--- config.mk ---
export PLATFORM = sky130hd
export DESIGN_NAME = lidar_frame_sample_extractor_unit_flat
export DESIGN_NICKNAME = d
export VERILOG_FILES = /design/src/rtl/core/lfse_pkg.sv /design/src/rtl/core/lfse_byte_if.sv /design/src/rtl/core/lfse_sample_if.sv /design/src/rtl/core/lfse_front.sv /design/src/rtl/core/lfse_queue.sv /design/src/rtl/core/lfse_back.sv /design/src/rtl/core/lidar_frame_sample_extractor_unit.sv /design/src/flat_wrapper.sv
export SDC_FILE = /design/constraint.sdc
export NUM_CORES = 1
export LEC_CHECK = 0
export BUFFER_PORTS_ARGS = -buffer_cell sky130_fd_sc_hd__buf_4
export CAP_MARGIN = 10
export CORE_ASPECT_RATIO = 0.75
export CORE_UTILIZATION = 50
export CTS_CLUSTER_DIAMETER = 30
export CTS_CLUSTER_SIZE = 28
export DETAILED_ROUTE_END_ITERATION = 6
export GPL_ROUTABILITY_DRIVEN = 0
export MAX_ROUTING_LAYER = met4
export PLACE_DENSITY = 0.78
export SETUP_SLACK_MARGIN = 0.05
export SLEW_MARGIN = 20
export SYNTH_ARGS = -nofsm -noshare
export SYNTH_HDL_FRONTEND = slang
export SYNTH_SLANG_ARGS = --single-unit
--- constraint.sdc ---
create_clock -name clk_i -period 6.5 [get_ports clk_i]
set_input_delay 0.325 -clock clk_i [delete_from_list [all_inputs] [get_ports clk_i]]
set_output_delay 0.325 -clock clk_i [all_outputs]
set_load 0.005 [all_outputs]
--- src/rtl/core/lfse_pkg.sv ---
`timescale 1ns / 1ps
// ----------------------------------------------------------------------------
// lfse_pkg
// shared types and constants of the lidar frame sample extractor
// ----------------------------------------------------------------------------
package lfse_pkg;

  localparam logic [7:0]  SyncByte   = 8'hFA;
  localparam logic [7:0]  IndexMin   = 8'hA0;
  localparam logic [7:0]  IndexMax   = 8'hDB;
  localparam logic [8:0]  TopAngle   = 9'd359;
  localparam logic [5:0]  PosIndex   = 6'd1;
  localparam logic [5:0]  PosSpeedLo = 6'd2;
  localparam logic [5:0]  PosSpeedHi = 6'd3;
  localparam logic [5:0]  PosDataLo  = 6'd4;
  localparam logic [5:0]  PosDataHi  = 6'd39;
  localparam logic [5:0]  PosLast    = 6'd41;
  localparam logic [2:0]  OffLast    = 3'd5;
  localparam logic [2:0]  SetLast    = 3'd5;
  localparam logic [15:0] RpmRecip   = 16'hCCCD;
  localparam int unsigned RpmShift   = 19;
  localparam int unsigned RpmW       = 13;
  localparam int unsigned QueueDepth = 4;
  localparam int unsigned QueuePtrW  = $clog2(QueueDepth);
  localparam int unsigned QueueCntW  = $clog2(QueueDepth + 1);

  typedef enum logic [2:0] {
    OP_INDEX,
    OP_SPEED_LO,
    OP_SPEED_HI,
    OP_INT_LO,
    OP_INT_HI,
    OP_RANGE_LO,
    OP_RANGE_HI
  } lfse_op_e;

  typedef struct packed {
    lfse_op_e   op;
    logic [7:0] data;
    logic [2:0] set_idx;
  } lfse_cmd_t;

endpackage

--- src/rtl/core/lfse_byte_if.sv ---
`timescale 1ns / 1ps
// ----------------------------------------------------------------------------
// lfse_byte_if
// serial byte channel with valid/ready handshake
// ----------------------------------------------------------------------------
interface lfse_byte_if;
  logic       valid;
  logic       ready;
  logic [7:0] rx_byte;

  modport source (output valid, output rx_byte, input ready);
  modport sink   (input valid, input rx_byte, output ready);
endinterface

--- src/rtl/core/lfse_sample_if.sv ---
`timescale 1ns / 1ps
// ----------------------------------------------------------------------------
// lfse_sample_if
// sample channel with valid/ready handshake
// ----------------------------------------------------------------------------
interface lfse_sample_if;
  logic        valid;
  logic        ready;
  logic [8:0]  angle_deg;
  logic [15:0] range_mm;
  logic [15:0] intensity;
  logic [12:0] rpm;
  logic        last_of_frame;

  modport source (output valid, output angle_deg, output range_mm, output intensity,
                  output rpm, output last_of_frame, input ready);
  modport sink   (input valid, input angle_deg, input range_mm, input intensity,
                  input rpm, input last_of_frame, output ready);
endinterface

--- src/rtl/core/lfse_front.sv ---
`timescale 1ns / 1ps
// ----------------------------------------------------------------------------
// lfse_front
// frame tracker: finds sync, counts frame bytes and tags each useful byte
// ----------------------------------------------------------------------------
module lfse_front (
  input  logic              clk_i,
  input  logic              rst_ni,
  lfse_byte_if.sink         rx_i,
  input  logic              full_i,
  output logic              push_o,
  output lfse_pkg::lfse_cmd_t cmd_o
);
  import lfse_pkg::*;

  logic       in_frame_q, in_frame_d;
  logic [5:0] pos_q, pos_d;
  logic [2:0] off_q, off_d;
  logic [2:0] set_q, set_d;
  logic       accept;
  logic       in_data;
  logic       tag;

  assign rx_i.ready = !full_i;
  assign accept     = rx_i.valid && rx_i.ready;
  assign in_data    = (pos_q >= PosDataLo) && (pos_q <= PosDataHi);

  always_comb begin
    tag           = 1'b0;
    cmd_o.op      = OP_INDEX;
    cmd_o.data    = rx_i.rx_byte;
    cmd_o.set_idx = set_q;
    if (in_frame_q) begin
      if (pos_q == PosIndex) begin
        tag = 1'b1;
        cmd_o.op = OP_INDEX;
      end else if (pos_q == PosSpeedLo) begin
        tag = 1'b1;
        cmd_o.op = OP_SPEED_LO;
      end else if (pos_q == PosSpeedHi) begin
        tag = 1'b1;
        cmd_o.op = OP_SPEED_HI;
      end else if (in_data) begin
        unique case (off_q)
          3'd0: begin
            tag = 1'b1;
            cmd_o.op = OP_INT_LO;
          end
          3'd1: begin
            tag = 1'b1;
            cmd_o.op = OP_INT_HI;
          end
          3'd2: begin
            tag = 1'b1;
            cmd_o.op = OP_RANGE_LO;
          end
          3'd3: begin
            tag = 1'b1;
            cmd_o.op = OP_RANGE_HI;
          end
          default: tag = 1'b0;
        endcase
      end
    end
  end

  assign push_o = accept && tag;

  always_comb begin
    in_frame_d = in_frame_q;
    pos_d      = pos_q;
    off_d      = off_q;
    set_d      = set_q;
    if (accept) begin
      if (!in_frame_q) begin
        if (rx_i.rx_byte == SyncByte) begin
          in_frame_d = 1'b1;
          pos_d      = PosIndex;
        end
      end else begin
        if (pos_q == PosSpeedHi) begin
          off_d = '0;
          set_d = '0;
        end else if (in_data) begin
          if (off_q == OffLast) begin
            off_d = '0;
            set_d = set_q + 3'd1;
          end else begin
            off_d = off_q + 3'd1;
          end
        end
        if (pos_q >= PosLast) begin
          in_frame_d = 1'b0;
          pos_d      = '0;
        end else begin
          pos_d = pos_q + 6'd1;
        end
      end
    end
  end

  always_ff @(posedge clk_i or negedge rst_ni) begin
    if (!rst_ni) begin
      in_frame_q <= 1'b0;
      pos_q      <= '0;
      off_q      <= '0;
      set_q      <= '0;
    end else begin
      in_frame_q <= in_frame_d;
      pos_q      <= pos_d;
      off_q      <= off_d;
      set_q      <= set_d;
    end
  end

  a_pos_range: assert property (@(posedge clk_i) disable iff (!rst_ni)
    in_frame_q |-> (pos_q >= PosIndex && pos_q <= PosLast))
    else $error("frame position out of range");

  a_idle_pos: assert property (@(posedge clk_i) disable iff (!rst_ni)
    !in_frame_q |-> (pos_q == '0))
    else $error("position not cleared while idle");

  a_set_range: assert property (@(posedge clk_i) disable iff (!rst_ni)
    (in_frame_q && in_data) |-> (off_q <= OffLast && set_q <= SetLast))
    else $error("set or offset counter out of range");

endmodule

--- src/rtl/core/lfse_queue.sv ---
`timescale 1ns / 1ps
// ----------------------------------------------------------------------------
// lfse_queue
// short command queue between frame tracker and sample builder
// ----------------------------------------------------------------------------
module lfse_queue (
  input  logic                clk_i,
  input  logic                rst_ni,
  input  logic                push_i,
  input  lfse_pkg::lfse_cmd_t cmd_i,
  output logic                full_o,
  output logic                valid_o,
  output lfse_pkg::lfse_cmd_t cmd_o,
  input  logic                pop_i
);
  import lfse_pkg::*;

  lfse_cmd_t              mem_q [QueueDepth];
  logic [QueuePtrW-1:0]   wr_ptr_q, wr_ptr_d;
  logic [QueuePtrW-1:0]   rd_ptr_q, rd_ptr_d;
  logic [QueueCntW-1:0]   cnt_q, cnt_d;
  logic                   do_push;
  logic                   do_pop;

  assign full_o  = (cnt_q == QueueCntW'(QueueDepth));
  assign valid_o = (cnt_q != '0);
  assign cmd_o   = mem_q[rd_ptr_q];
  assign do_push = push_i && !full_o;
  assign do_pop  = pop_i && valid_o;

  always_comb begin
    wr_ptr_d = do_push ? wr_ptr_q + QueuePtrW'(1) : wr_ptr_q;
    rd_ptr_d = do_pop  ? rd_ptr_q + QueuePtrW'(1) : rd_ptr_q;
    cnt_d    = cnt_q;
    if (do_push && !do_pop) begin
      cnt_d = cnt_q + QueueCntW'(1);
    end else if (do_pop && !do_push) begin
      cnt_d = cnt_q - QueueCntW'(1);
    end
  end

  always_ff @(posedge clk_i or negedge rst_ni) begin
    if (!rst_ni) begin
      wr_ptr_q <= '0;
      rd_ptr_q <= '0;
      cnt_q    <= '0;
    end else begin
      wr_ptr_q <= wr_ptr_d;
      rd_ptr_q <= rd_ptr_d;
      cnt_q    <= cnt_d;
    end
  end

  always_ff @(posedge clk_i) begin
    if (do_push) begin
      mem_q[wr_ptr_q] <= cmd_i;
    end
  end

  a_cnt_bound: assert property (@(posedge clk_i) disable iff (!rst_ni)
    cnt_q <= QueueCntW'(QueueDepth))
    else $error("queue count exceeds depth");

  a_no_overflow: assert property (@(posedge clk_i) disable iff (!rst_ni)
    push_i |-> !full_o)
    else $error("push into full queue");

  a_ptr_track: assert property (@(posedge clk_i) disable iff (!rst_ni)
    (cnt_q != '0 && cnt_q != QueueCntW'(QueueDepth))
      |-> (QueuePtrW'(wr_ptr_q - rd_ptr_q) == cnt_q[QueuePtrW-1:0]))
    else $error("queue pointers and count disagree");

endmodule

--- src/rtl/core/lfse_back.sv ---
`timescale 1ns / 1ps
// ----------------------------------------------------------------------------
// lfse_back
// sample builder: keeps frame fields and drives the sample output register
// ----------------------------------------------------------------------------
module lfse_back (
  input  logic                clk_i,
  input  logic                rst_ni,
  input  logic                valid_i,
  input  lfse_pkg::lfse_cmd_t cmd_i,
  output logic                pop_o,
  lfse_sample_if.source       smp_o
);
  import lfse_pkg::*;

  logic        seg_valid_q, seg_valid_d;
  logic [5:0]  seg_num_q, seg_num_d;
  logic [7:0]  spd_lo_q, spd_lo_d;
  logic [31:0] prod_q, prod_d;
  logic [15:0] int_q, int_d;
  logic [7:0]  rng_lo_q, rng_lo_d;

  logic        out_valid_q, out_valid_d;
  logic [8:0]  angle_q, angle_d;
  logic [15:0] range_q, range_d;
  logic [15:0] inten_q, inten_d;
  logic [12:0] rpm_q, rpm_d;
  logic        last_q, last_d;

  logic        emit;
  logic        slot_free;
  logic [12:0] cur_rpm;
  logic [8:0]  angle_calc;

  assign slot_free = !out_valid_q || smp_o.ready;
  assign emit      = valid_i && (cmd_i.op == OP_RANGE_HI) && seg_valid_q;
  assign pop_o     = valid_i && (!emit || slot_free);
  assign cur_rpm   = prod_q[RpmShift +: RpmW];
  assign angle_calc = TopAngle - (9'(seg_num_q) << 2) - (9'(seg_num_q) << 1)
                      - 9'(cmd_i.set_idx);

  always_comb begin
    seg_valid_d = seg_valid_q;
    seg_num_d   = seg_num_q;
    spd_lo_d    = spd_lo_q;
    prod_d      = prod_q;
    int_d       = int_q;
    rng_lo_d    = rng_lo_q;
    if (pop_o) begin
      unique case (cmd_i.op)
        OP_INDEX: begin
          if (cmd_i.data >= IndexMin && cmd_i.data <= IndexMax) begin
            seg_valid_d = 1'b1;
            seg_num_d   = 6'(cmd_i.data - IndexMin);
          end else begin
            seg_valid_d = 1'b0;
            seg_num_d   = '0;
          end
        end
        OP_SPEED_LO: spd_lo_d = cmd_i.data;
        OP_SPEED_HI: prod_d   = {cmd_i.data, spd_lo_q} * RpmRecip;
        OP_INT_LO:   int_d    = {8'h00, cmd_i.data};
        OP_INT_HI:   int_d    = {cmd_i.data, int_q[7:0]};
        OP_RANGE_LO: rng_lo_d = cmd_i.data;
        OP_RANGE_HI: rng_lo_d = rng_lo_q;
        default:     rng_lo_d = rng_lo_q;
      endcase
    end
  end

  always_comb begin
    out_valid_d = out_valid_q;
    angle_d     = angle_q;
    range_d     = range_q;
    inten_d     = inten_q;
    rpm_d       = rpm_q;
    last_d      = last_q;
    if (smp_o.ready) begin
      out_valid_d = 1'b0;
    end
    if (emit && slot_free) begin
      out_valid_d = 1'b1;
      angle_d     = angle_calc;
      range_d     = {cmd_i.data, rng_lo_q};
      inten_d     = int_q;
      rpm_d       = cur_rpm;
      last_d      = (cmd_i.set_idx == SetLast);
    end
  end

  always_ff @(posedge clk_i or negedge rst_ni) begin
    if (!rst_ni) begin
      seg_valid_q <= 1'b0;
      seg_num_q   <= '0;
      spd_lo_q    <= '0;
      prod_q      <= '0;
      int_q       <= '0;
      rng_lo_q    <= '0;
      out_valid_q <= 1'b0;
    end else begin
      seg_valid_q <= seg_valid_d;
      seg_num_q   <= seg_num_d;
      spd_lo_q    <= spd_lo_d;
      prod_q      <= prod_d;
      int_q       <= int_d;
      rng_lo_q    <= rng_lo_d;
      out_valid_q <= out_valid_d;
    end
  end

  always_ff @(posedge clk_i) begin
    angle_q <= angle_d;
    range_q <= range_d;
    inten_q <= inten_d;
    rpm_q   <= rpm_d;
    last_q  <= last_d;
  end

  assign smp_o.valid         = out_valid_q;
  assign smp_o.angle_deg     = angle_q;
  assign smp_o.range_mm      = range_q;
  assign smp_o.intensity     = inten_q;
  assign smp_o.rpm           = rpm_q;
  assign smp_o.last_of_frame = last_q;

  a_seg_num: assert property (@(posedge clk_i) disable iff (!rst_ni)
    seg_valid_q |-> (seg_num_q <= 6'd59))
    else $error("segment number out of range");

  a_angle_range: assert property (@(posedge clk_i) disable iff (!rst_ni)
    out_valid_q |-> (angle_q <= TopAngle))
    else $error("angle out of range");

  a_no_drop: assert property (@(posedge clk_i) disable iff (!rst_ni)
    (emit && !slot_free) |-> !pop_o)
    else $error("sample command popped while output is blocked");

endmodule

--- src/rtl/core/lidar_frame_sample_extractor_unit.sv ---
`timescale 1ns / 1ps
// ----------------------------------------------------------------------------
// lidar_frame_sample_extractor_unit
// parses 42-byte sensor frames and, for a frame with a valid index, emits one sample per range reading
// ----------------------------------------------------------------------------
// path: the range high byte passes the queue entry and then the output register before its sample is on smp_o
// throughput: one byte per cycle while the queue is not full, set by the single-entry pop of the queue
// one sample at most every 6 bytes, held in an output register
// reset: all control cleared, waits for a sync byte, rpm product reads 0 until set
// ----------------------------------------------------------------------------
module lidar_frame_sample_extractor_unit (
  input  logic          clk_i,
  input  logic          rst_ni,
  lfse_byte_if.sink     rx_i,
  lfse_sample_if.source smp_o
);
  import lfse_pkg::*;

  logic      push;
  logic      full;
  lfse_cmd_t push_cmd;
  logic      q_valid;
  lfse_cmd_t q_cmd;
  logic      pop;

  lfse_front u_front (
    .clk_i  (clk_i),
    .rst_ni (rst_ni),
    .rx_i   (rx_i),
    .full_i (full),
    .push_o (push),
    .cmd_o  (push_cmd)
  );

  lfse_queue u_queue (
    .clk_i   (clk_i),
    .rst_ni  (rst_ni),
    .push_i  (push),
    .cmd_i   (push_cmd),
    .full_o  (full),
    .valid_o (q_valid),
    .cmd_o   (q_cmd),
    .pop_i   (pop)
  );

  lfse_back u_back (
    .clk_i   (clk_i),
    .rst_ni  (rst_ni),
    .valid_i (q_valid),
    .cmd_i   (q_cmd),
    .pop_o   (pop),
    .smp_o   (smp_o)
  );

endmodule
--- src/flat_wrapper.sv ---
// flat-port wrapper written by rule: the top's interface ports become plain ports
module lidar_frame_sample_extractor_unit_flat import lfse_pkg::*;
  (clk_i, rst_ni, rx_i_valid, rx_i_rx_byte, rx_i_ready, smp_o_valid, smp_o_angle_deg, smp_o_range_mm, smp_o_intensity, smp_o_rpm, smp_o_last_of_frame, smp_o_ready);
  lfse_byte_if rx_i_i ();
  lfse_sample_if smp_o_i ();
  input  logic clk_i;
  input  logic rst_ni;
  input wire logic [$bits(rx_i_i.valid)-1:0] rx_i_valid;
  input wire logic [$bits(rx_i_i.rx_byte)-1:0] rx_i_rx_byte;
  output wire logic [$bits(rx_i_i.ready)-1:0] rx_i_ready;
  output wire logic [$bits(smp_o_i.valid)-1:0] smp_o_valid;
  output wire logic [$bits(smp_o_i.angle_deg)-1:0] smp_o_angle_deg;
  output wire logic [$bits(smp_o_i.range_mm)-1:0] smp_o_range_mm;
  output wire logic [$bits(smp_o_i.intensity)-1:0] smp_o_intensity;
  output wire logic [$bits(smp_o_i.rpm)-1:0] smp_o_rpm;
  output wire logic [$bits(smp_o_i.last_of_frame)-1:0] smp_o_last_of_frame;
  input wire logic [$bits(smp_o_i.ready)-1:0] smp_o_ready;
  assign rx_i_i.valid = rx_i_valid;
  assign rx_i_i.rx_byte = rx_i_rx_byte;
  assign rx_i_ready = rx_i_i.ready;
  assign smp_o_valid = smp_o_i.valid;
  assign smp_o_angle_deg = smp_o_i.angle_deg;
  assign smp_o_range_mm = smp_o_i.range_mm;
  assign smp_o_intensity = smp_o_i.intensity;
  assign smp_o_rpm = smp_o_i.rpm;
  assign smp_o_last_of_frame = smp_o_i.last_of_frame;
  assign smp_o_i.ready = smp_o_ready;
  lidar_frame_sample_extractor_unit u_core (.clk_i(clk_i), .rst_ni(rst_ni), .rx_i(rx_i_i), .smp_o(smp_o_i));
endmodule
==> out/results.txt, run 1 <==
DR vias -> 7904
YS warnings -> 0
CTS tree -> built
fraction of layout cells with a size suffix above 1 -> 0.150
most frequent cells after synthesis -> inv_1, ha_1, edfxtp_1
crit path capture type -> register
synthesis-to-finish area growth -> 12.4%
# rows -> 49
hpwl dp -> 20.4 mm
die span in x -> 183 um
clk_lat worst skew -> 0.43 ns
crit-path cells -> buf_4 -> mux4_2 -> inv_1 -> ha_1 -> inv_1 -> fa_1 -> inv_1 -> fa_1 -> fa_1 -> fa_1 -> ha_1 -> ha_1 -> a21o_1 -> a21o_1 -> a21oi_1 -> o21ai_0 -> or4_1 -> nand3_1
fin crit period -> 6.22 ns
# diodes -> 0
Net Count, Synth -> 1270
Setup TNS -> 0 ns
Synth Register Bits -> 184
worst hold margin -> 0.106 ns
slowest cell delay on critical path -> 0.55 ns
initial antenna violation count -> 0
Total Wirelength -> 26.7 mm
data required time of the critical path -> 6.86 ns
worst min path class -> in -> reg
Largest delay share family, worst path -> adder cells
Worst-path clk slew -> 0.07 ns
Yosys cell types -> 63
GRT Total Usage -> 0.232
clock sinks -> 184
Die H -> 138 um
Mapped Area -> 12300 um2
Fin. Hold Viols -> 0
Async SR Flop Fraction -> 0.397
die area -> 25300 um2
Mapped Cells -> 1013
Max Freq -> 161 MHz
Final Cell Area -> 13800 um2
first-pass GRT wire length -> 42.8 mm
I/O Buffers -> 68
initial core utilization -> 0.511
final setup fails -> 0
vias in the first global route -> 7981
final slew viol count -> 0
met1 wire length -> 12.8 mm
area post-placement -> 13300 um2
crit-path max FO -> 8
register area share after synthesis -> 0.419
outcome -> finished, final reports clean
GRT overflow -> 0
Vias per Instance -> 5.48
post-DR wirelength/cell -> 18.5 um
most frequent CP cell -> fa_1
uppermost routed layer -> met4
CP Class -> reg -> reg
post-route ant nets -> 0
# fillers -> 1933
Yosys top cell area share -> 0.271
dominant synthesized flop cell -> edfxtp_1
Tightest Pin Transition -> 0.898 ns
CORE AREA -> 24100 um2
H-tree Lvls -> 4
layout net count -> 1356
top-count cell post-synth -> inv_1
Post-synth EDFFs -> 111
Max Clock Skew -> 0.0111 ns
DR iter-0 viols -> 705
CTS root buf -> clkbuf_16
largest net degree at the start of global routing -> 74
CP Buf/Inv Count -> 4
area leader, netlist -> edfxtp_1
met2 wire len -> 11.7 mm
RSZ-0062 raised after global routing -> no
worst path arrival time -> 6.58 ns
flop2flop setup slack -> 0.28 ns
CP startpoint kind -> register
Period Utilization, post-route -> 0.957
Avg Inst Size Synth -> 12.2 um2
clk buf depth -> 2
dominant cells by area after synthesis -> edfxtp_1, ha_1, dfrtp_1, fa_1, inv_1
met3 wire len -> 1.96 mm
DRT Pass-1 Iters -> 5
Slowest-stage cell, CP -> mux4_2
CTS buffer count -> 17
IO Count -> 69
Max Cap Viol -> 0
max_slew headroom -> 0.401
drt drc -> 0
## area by class of cell
| type | instances | area (um2) | area share |
|---|---|---|---|
| multi-input combinational | 631 | 6400 | 0.462 |
| sequential | 184 | 5160 | 0.373 |
| clock buffer | 20 | 437 | 0.0315 |
| clock inverter | 12 | 96.3 | 0.00696 |
| inverter | 178 | 668 | 0.0483 |
| timing repair buffer | 87 | 668 | 0.0483 |
| tap | 331 | 414 | 0.0299 |
## stage by stage
step / worst slack, ns / instances / utilization
6_report: 0.281 / 1443 / 0.575
5_1_grt: 0.0825 / 1443 / 0.575
4_1_cts: 0.263 / 1438 / 0.572
3_5_place_dp: 0.285 / 1406 / 0.550
3_3_place_gp: 0.401 / 1406 / 0.550
2_1_floorplan: 0.180 / 1013 / -
## state kept, by name (all words and copies together), names as in the netlist, 2 cells and up
register / flops
u_core.u_back.int_q: 16
u_core.u_back.prod_q: 13
u_core.u_back.rng_lo_q: 8
u_core.u_back.seg_num_q: 6
u_core.u_back.smp_o.angle_deg: 9
u_core.u_back.smp_o.intensity: 16
u_core.u_back.smp_o.range_mm: 16
u_core.u_back.smp_o.rpm: 13
u_core.u_back.spd_lo_q: 8
u_core.u_front.off_q: 3
u_core.u_front.pos_q: 6
u_core.u_front.set_q: 3
u_core.u_queue.cnt_q: 3
u_core.u_queue.mem_q: 56
u_core.u_queue.rd_ptr_q: 2
u_core.u_queue.wr_ptr_q: 2
## cell usage in the layout (no fill, tap or decap), types with 11 or more instances in the layout
cell	synthesis	routed
clkbuf_16	0	17
inv_1	178	178
a21o_1	12	12
dfrtp_1	73	73
fa_1	79	79
nor2_1	29	28
xor2_1	14	14
a21oi_1	35	35
ha_1	166	166
buf_4	0	85
nand3_1	19	19
a22o_1	15	15
edfxtp_1	111	111
xnor2_1	15	15
o21ai_0	35	34
mux4_2	14	14
nand2b_1	11	11
and2_1	15	15
nand2_1	43	43
mux2_2	25	25
## logic make-up (layout without fill, tap and decap cells)
| group | count (synthesis) | after routing | synth area share |
|---|---|---|---|
| buffers and inverters | 198 | 297 | 0.0622 |
| multiplexers | 40 | 40 | 0.0493 |
| adder cells (fa/ha/maj) | 246 | 246 | 0.298 |
| AO/OA/AOI/OAI | 151 | 151 | 0.0818 |
| AND/OR/NAND/NOR | 165 | 165 | 0.0696 |
| XOR/XNOR | 29 | 29 | 0.0206 |
| flip-flops | 184 | 184 | 0.419 |
## worst register-to-register path: cells and delay by family (launching register included)
family	cells	cell delay, ns
fa+ha+maj	7	3.08
compound gates	4	0.95
buf+inv	4	0.60
simple gates	2	0.60
mux	1	0.55
flops	1	0.39
## worst paths after layout
check	start	depth (start not counted)	endpoint
max in group asynchronous	rst_ni	3	u_core.u_back.rng_lo_q[6]
worst min register to register	u_core.u_back.rng_lo_q[2]	0	u_core.u_back.smp_o.range_mm[2]
min in group asynchronous	rst_ni	2	u_core.u_front.pos_q[2]
worst max register to register	u_core.u_queue.rd_ptr_q[0]	18	u_core.u_back.prod_q[26]
worst min-delay path	rx_i_rx_byte[2]	1	u_core.u_queue.mem_q[1][5]
worst max-delay path	u_core.u_queue.rd_ptr_q[0]	18	u_core.u_back.prod_q[26]
## what timing repair did
item / in CTS / in global routing
buffers inserted: 0 / 3
endpoints found under the setup margin: 0 / 6
resized for setup: 0 / 1
endpoints found under the hold margin: 0 / 34
hold buffers: 0 / 1
## routing by layer
metal / vias to the layer above / GRT usage
li1: 3674 / -
met1: 3952 / 0.323
met2: 255 / 0.348
met3: 23 / 0.0541
met4: 0 / 0.0509
met5: - / -
Power of run 1 is not shown: default switching activity piles up to over one toggle a cycle in this logic, so the estimate is an artifact.
==> run 2: changes to the inputs <==
Settings changed: CAP_MARGIN 10 to 20, CORE_UTILIZATION 50 to 45, PLACE_DENSITY 0.78 to 0.72.
==> run 2 against run 1 <==
Effect of this change: the flow now finishes with violations (design-rule violations); cell area rose by 0.42%; sequential share of layout area fell by 0.15 points; critical path depth rose by 1; setup slack improved by 0.065 ns; register-to-register slack improved by 0.07 ns; fmax rose by 1.1%; first-iteration DRC count fell by 28%; highest routed layer unchanged.
==> out/results.txt, run 2 (synthesis gave the netlist of run 1 again) <==
grt met2 use -> 0.292 (was 0.348)
GR Layer Usage met3 -> 0.0503 (was 0.0541)
clk buf depth -> 2 (unchanged)
H-tree Lvls -> 4 (unchanged)
Vias per Instance -> 5.32 (was 5.48)
I/O Buffers -> 68 (unchanged)
r2r endpoint -> u_core.u_back.prod_q[27] (was u_core.u_back.prod_q[26])
fin crit period -> 6.15 ns (was 6.22 ns)
Reg2Reg Launch Point -> u_core.u_queue.rd_ptr_q[0] (unchanged)
vias in the first global route -> 7866 (was 7981)
DR iter-0 viols -> 509 (was 705)
initial core utilization -> 0.457 (was 0.511)
GRT Total Usage -> 0.210 (was 0.232)
Max Clock Skew -> 0.0169 ns (was 0.0111 ns)
IO Count -> 69 (unchanged)
CP startpoint kind -> register (unchanged)
synthesis-to-finish area growth -> 12.8% (was 12.4%)
Fin. Hold Viols -> 0 (unchanged)
drt drc -> 4 (was 0)
flop2flop setup slack -> 0.35 ns (was 0.28 ns)
CTS tree -> built (unchanged)
outcome -> finished, violations left (was finished, final reports clean)
final slew viol count -> 0 (unchanged)
worst min path class -> in -> reg (unchanged)
clk_lat worst skew -> 0.44 ns (was 0.43 ns)
commonest non-fill, non-tap cell in the layout -> inv_1 (unchanged)
post-DR wirelength/cell -> 18.3 um (was 18.5 um)
# fillers -> 2323 (was 1933)
RSZ-0062 raised after global routing -> no (unchanged)
postcts setup bufs -> 0 (unchanged)
Worst Hold Path Cells -> 1 (unchanged)
Period Utilization, post-route -> 0.947 (was 0.957)
Max Cap Viol -> 0 (unchanged)
final setup fails -> 0 (unchanged)
CP Class -> reg -> reg (unchanged)
Critical Path Start -> u_core.u_queue.rd_ptr_q[0] (unchanged)
GRT overflow -> 0 (unchanged)
Total Wirelength -> 26.8 mm (was 26.7 mm)
fraction of layout cells with a size suffix above 1 -> 0.150 (about the same)
post-route ant nets -> 0 (unchanged)
largest net degree at the start of global routing -> 74 (unchanged)
die span in x -> 193 um (was 183 um)
met1 usage -> 0.309 (was 0.323)
Worst-path clk slew -> 0.07 ns (about the same)
crit-path max FO -> 13 (was 8)
Max Freq -> 163 MHz (was 161 MHz)
CORE AREA -> 26900 um2 (was 24100 um2)
failing checks -> design-rule violations
die area -> 28000 um2 (was 25300 um2)
Setup TNS -> 0 ns (unchanged)
Die H -> 145 um (was 138 um)
Slowest-stage cell, CP -> mux4_2 (unchanged)
clock sinks -> 184 (unchanged)
slowest cell delay on critical path -> 0.73 ns (was 0.55 ns)
Tightest Pin Transition -> 1.01 ns (was 0.898 ns)
max reg flops -> 56 (unchanged)
reg2reg path depth -> 19 (was 18)
CTS buffer count -> 17 (unchanged)
critical path capture point -> u_core.u_back.prod_q[27] (was u_core.u_back.prod_q[26])
max_slew headroom -> 0.328 (was 0.401)
# rows -> 52 (was 49)
crit path capture type -> register (unchanged)
hpwl dp -> 20.4 mm (about the same)
first-pass GRT wire length -> 43.4 mm (was 42.8 mm)
DRT Pass-1 Iters -> 7 (was 5)
Most flops, register -> u_core.u_queue.mem_q (unchanged)
DR vias -> 7774 (was 7904)
layout net count -> 1352 (was 1356)
initial antenna violation count -> 1 (was 0)
CTS root buf -> clkbuf_16 (unchanged)
most frequent cells in the layout -> inv_1, ha_1, edfxtp_1, buf_4, fa_1 (unchanged)
worst path arrival time -> 6.49 ns (was 6.58 ns)
data required time of the critical path -> 6.83 ns (was 6.86 ns)
layer with the highest usage -> met1 (was met2)
crit-path cells -> buf_4 -> mux4_2 -> ha_1 -> ha_1 -> inv_1 -> fa_1 -> inv_1 -> fa_1 -> fa_1 -> inv_1 -> fa_1 -> inv_1 -> ha_1 -> a21oi_1 -> o21ai_0 -> a211oi_1 -> a21oi_1 -> o31a_1 -> o31ai_1 (was buf_4 -> mux4_2 -> inv_1 -> ha_1 -> inv_1 -> fa_1 -> inv_1 -> fa_1 -> fa_1 -> fa_1 -> ha_1 -> ha_1 -> a21o_1 -> a21o_1 -> a21oi_1 -> o21ai_0 -> or4_1 -> nand3_1)
-- run 2: cell types whose count changed in the layout (fill, tap and decap cells not counted), sizes merged --
cell / change
bufinv: +1
clkbuf: -1
buf: -4
diode: +1
inv: +1
clkinvlp: -2
clkinv: +1
-- run 2: worst min path at each step --
stage | startpoint | end | slack (ns)
2_1_floorplan | rst_ni | u_core.u_back.int_q[0] | 0.03
3_3_place_gp | u_core.u_back.rng_lo_q[6] | u_core.u_back.smp_o.range_mm[6] | 0.42
3_5_place_dp | u_core.u_back.int_q[0] | u_core.u_back.smp_o.intensity[0] | 0.43
4_1_cts | rst_ni | u_core.u_back.prod_q[19] | 0.05
5_1_grt | rx_i_rx_byte[2] | u_core.u_queue.mem_q[0][5] | 0.09
6_report | rx_i_rx_byte[1] | u_core.u_queue.mem_q[0][4] | 0.11
-- run 2: through the flow --
stage	instances	area, um2	worst slack [ns]	hold slack (ns)	util
after floorplan	1013	12300	0.180	0.0294	-
after global placement	1426	13300	0.469	0.423	0.493
after detailed placement	1426	13300	0.399	0.431	0.493
after CTS	1458	13900	0.377	0.0489	0.516
after global routing	1460	13900	0.0775	0.0899	0.516
final	1460	13900	0.347	0.110	0.516
-- run 2: critical path: cells and delay by family (launching register included) --
kind,cells,cell delay (ns)
DFF,1,0.39
adders and majority gates,7,3.14
buffers and inverters,5,0.41
muxes,1,0.73
AOI/OAI and AO/OA,6,1.37
-- run 2: cell type report --
cell class / instances / area (um2) / area share
Clock buffer: 19 / 443 / 0.0319
Clock inverter: 13 / 159 / 0.0114
Timing Repair Buffer: 83 / 629 / 0.0453
Sequential cell: 184 / 5160 / 0.371
Inverter: 178 / 668 / 0.0481
Multi-Input combinational cell: 631 / 6400 / 0.460
Antenna cell: 1 / 2.50 / 0.000180
Tap cell: 351 / 439 / 0.0316
-- run 2: metal layers --
layer / wire [um] / vias to the layer above
met2: 11600 / 245
met5: 0 / -
li1: - / 3689
met1: 13000 / 3813
met3: 1840 / 27
met4: 347 / 0
-- run 2: repair_timing --
item                                    4_1_cts  5_1_grt
endpoints found under the hold margin         0       37
endpoints found under the setup margin        0        3
resized for setup                             0        1
hold buffers                                  0        1
Power of run 2 is left out for the same reason.
==> run 3: changes to the inputs <==
Settings changed: PLACE_DENSITY 0.72 to 0.7.
Clock period 6.5 ns to 7.6 ns, I/O delays scaled along.
==> run 3 against run 2 <==
Effect of this change: the run still ends with design-rule violations left; count of clock-buffer cells in the layout stayed put; worst hold slack better by 0.041 ns; first-iteration DRC count is 4.1% higher; flip-flop and latch count stayed put; register-to-register slack better by 0.44 ns; via count is 0.89% higher; critical path type unchanged; highest routed layer unchanged.
==> out/results.txt, run 3 (synthesis gave the netlist of run 1 again) <==
outcome -> finished, violations left (unchanged)
failing checks -> design-rule violations (unchanged)
commonest non-fill, non-tap cell in the layout -> inv_1 (unchanged)
final setup fails -> 0 (unchanged)
final slew viol count -> 0 (unchanged)
fraction of layout cells with a size suffix above 1 -> 0.142 (was 0.150)
clock sinks -> 184 (unchanged)
post-DR wirelength/cell -> 18.4 um (was 18.3 um)
initial antenna violation count -> 0 (was 1)
worst path arrival time -> 7.14 ns (was 6.49 ns)
setup ws final -> 0.785 ns (was 0.347 ns)
area post-placement -> 13200 um2 (was 13300 um2)
Final Cell Area -> 13800 um2 (was 13900 um2)
Tightest Pin Transition -> 0.951 ns (was 1.01 ns)
IO Count -> 69 (unchanged)
CTS root buf -> clkbuf_16 (unchanged)
initial core utilization -> 0.457 (unchanged)
CP Class -> reg -> reg (unchanged)
Max Clock Skew -> 0.0195 ns (was 0.0169 ns)
GRT Total Usage -> 0.209 (was 0.210)
postcts setup bufs -> 0 (unchanged)
CORE AREA -> 26900 um2 (unchanged)
max reg flops -> 56 (unchanged)
DR vias -> 7843 (was 7774)
Setup WS pre-CTS -> 0.798 ns (was 0.399 ns)
drt drc -> 4 (unchanged)
Vias per Instance -> 5.41 (was 5.32)
# rows -> 52 (unchanged)
worst hold margin -> 0.151 ns (was 0.110 ns)
Worst-path clk slew -> 0.08 ns (was 0.07 ns)
# resized after CTS -> 0 (unchanged)
Setup TNS -> 0 ns (unchanged)
vias in the first global route -> 7943 (was 7866)
clk_lat worst skew -> 0.45 ns (was 0.44 ns)
first-pass GRT wire length -> 43.0 mm (was 43.4 mm)
Period Utilization, post-route -> 0.897 (was 0.947)
CP startpoint kind -> register (unchanged)
crit-path max FO -> 11 (was 13)
CTS hold repair buffers -> 1 (was 0)
largest net degree at the start of global routing -> 67 (was 74)
DRT Pass-1 Iters -> 7 (unchanged)
data required time of the critical path -> 7.92 ns (was 6.83 ns)
Max Cap Viol -> 0 (unchanged)
CTS tree -> built (unchanged)
hpwl dp -> 20.2 mm (was 20.4 mm)
worst min path class -> in -> reg (unchanged)
most frequent cells in the layout -> inv_1, ha_1, edfxtp_1, fa_1, dfrtp_1 (was inv_1, ha_1, edfxtp_1, buf_4, fa_1)
die span in x -> 193 um (unchanged)
clk buf depth -> 2 (unchanged)
RSZ-0062 raised after global routing -> no (unchanged)
reg2reg path depth -> 18 (was 19)
die area -> 28000 um2 (unchanged)
I/O Buffers -> 68 (unchanged)
GRT overflow -> 0 (unchanged)
layout net count -> 1342 (was 1352)
synthesis-to-finish area growth -> 12.4% (was 12.8%)
max_slew headroom -> 0.366 (was 0.328)
Total Wirelength -> 26.6 mm (was 26.8 mm)
H-tree Lvls -> 4 (unchanged)
Fin. Hold Viols -> 0 (unchanged)
DR iter-0 viols -> 530 (was 509)
Max Freq -> 147 MHz (was 163 MHz)
Die H -> 145 um (unchanged)
crit path capture type -> register (unchanged)
# diodes -> 0 (was 1)
# fillers -> 2353 (was 2323)
Worst Hold Path Cells -> 1 (unchanged)
CTS buffer count -> 17 (unchanged)
fin crit period -> 6.81 ns (was 6.15 ns)
Most flops, register -> u_core.u_queue.mem_q (unchanged)
post-route ant nets -> 0 (unchanged)
==> run 3: stage by stage <==
stage	util	cells
after global placement	0.490	1416
after floorplan	-	1013
after detailed placement	0.490	1416
after global routing	0.514	1449
final	0.514	1449
after CTS	0.514	1449
==> run 3: cell type report <==
class	count	area, um2	area share
Tap cell	351	439	0.0317
Sequential cell	184	5160	0.373
Inverter	178	668	0.0482
Clock inverter	13	176	0.0127
Multi-Input combinational cell	631	6400	0.462
Timing Repair Buffer	73	551	0.0398
Clock buffer	19	454	0.0328
==> run 3: critical path, cell delays in order, from the launching register on <==
cell	delay, ns
dfrtp_1	0.68
mux4_2	0.72
ha_1	0.42
inv_1	0.08
fa_1	0.54
inv_1	0.06
fa_1	0.50
fa_1	0.53
fa_1	0.55
inv_1	0.05
fa_1	0.53
inv_1	0.05
ha_1	0.32
and4_1	0.32
nand4_1	0.12
and2_0	0.16
o21ai_0	0.58
o211ai_1	0.21
a31o_2	0.27
==> run 3: final timing paths <==
| path | from | to | slack [ns] |
|---|---|---|---|
| min reg2reg | u_core.u_back.int_q[6] | u_core.u_back.smp_o.intensity[6] | 0.45 |
| min | rx_i_rx_byte[5] | u_core.u_queue.mem_q[2][8] | 0.15 |
| max | u_core.u_queue.rd_ptr_q[0] | u_core.u_back.prod_q[29] | 0.79 |
| min in group asynchronous | rst_ni | u_core.u_queue.wr_ptr_q[0] | 0.28 |
| max in group asynchronous | rst_ni | u_core.u_back.int_q[12] | 6.21 |
| max reg2reg | u_core.u_queue.rd_ptr_q[0] | u_core.u_back.prod_q[29] | 0.79 |
==> run 3: layer usage <==
metal,GRT usage,vias up,share of wire
li1,-,3666,-
met2,0.296,230,0.44
met3,0.0544,31,0.072
met5,-,-,0
met1,0.301,3916,0.48
met4,0.0477,0,0.014
Power of run 3 is left out for the same reason.
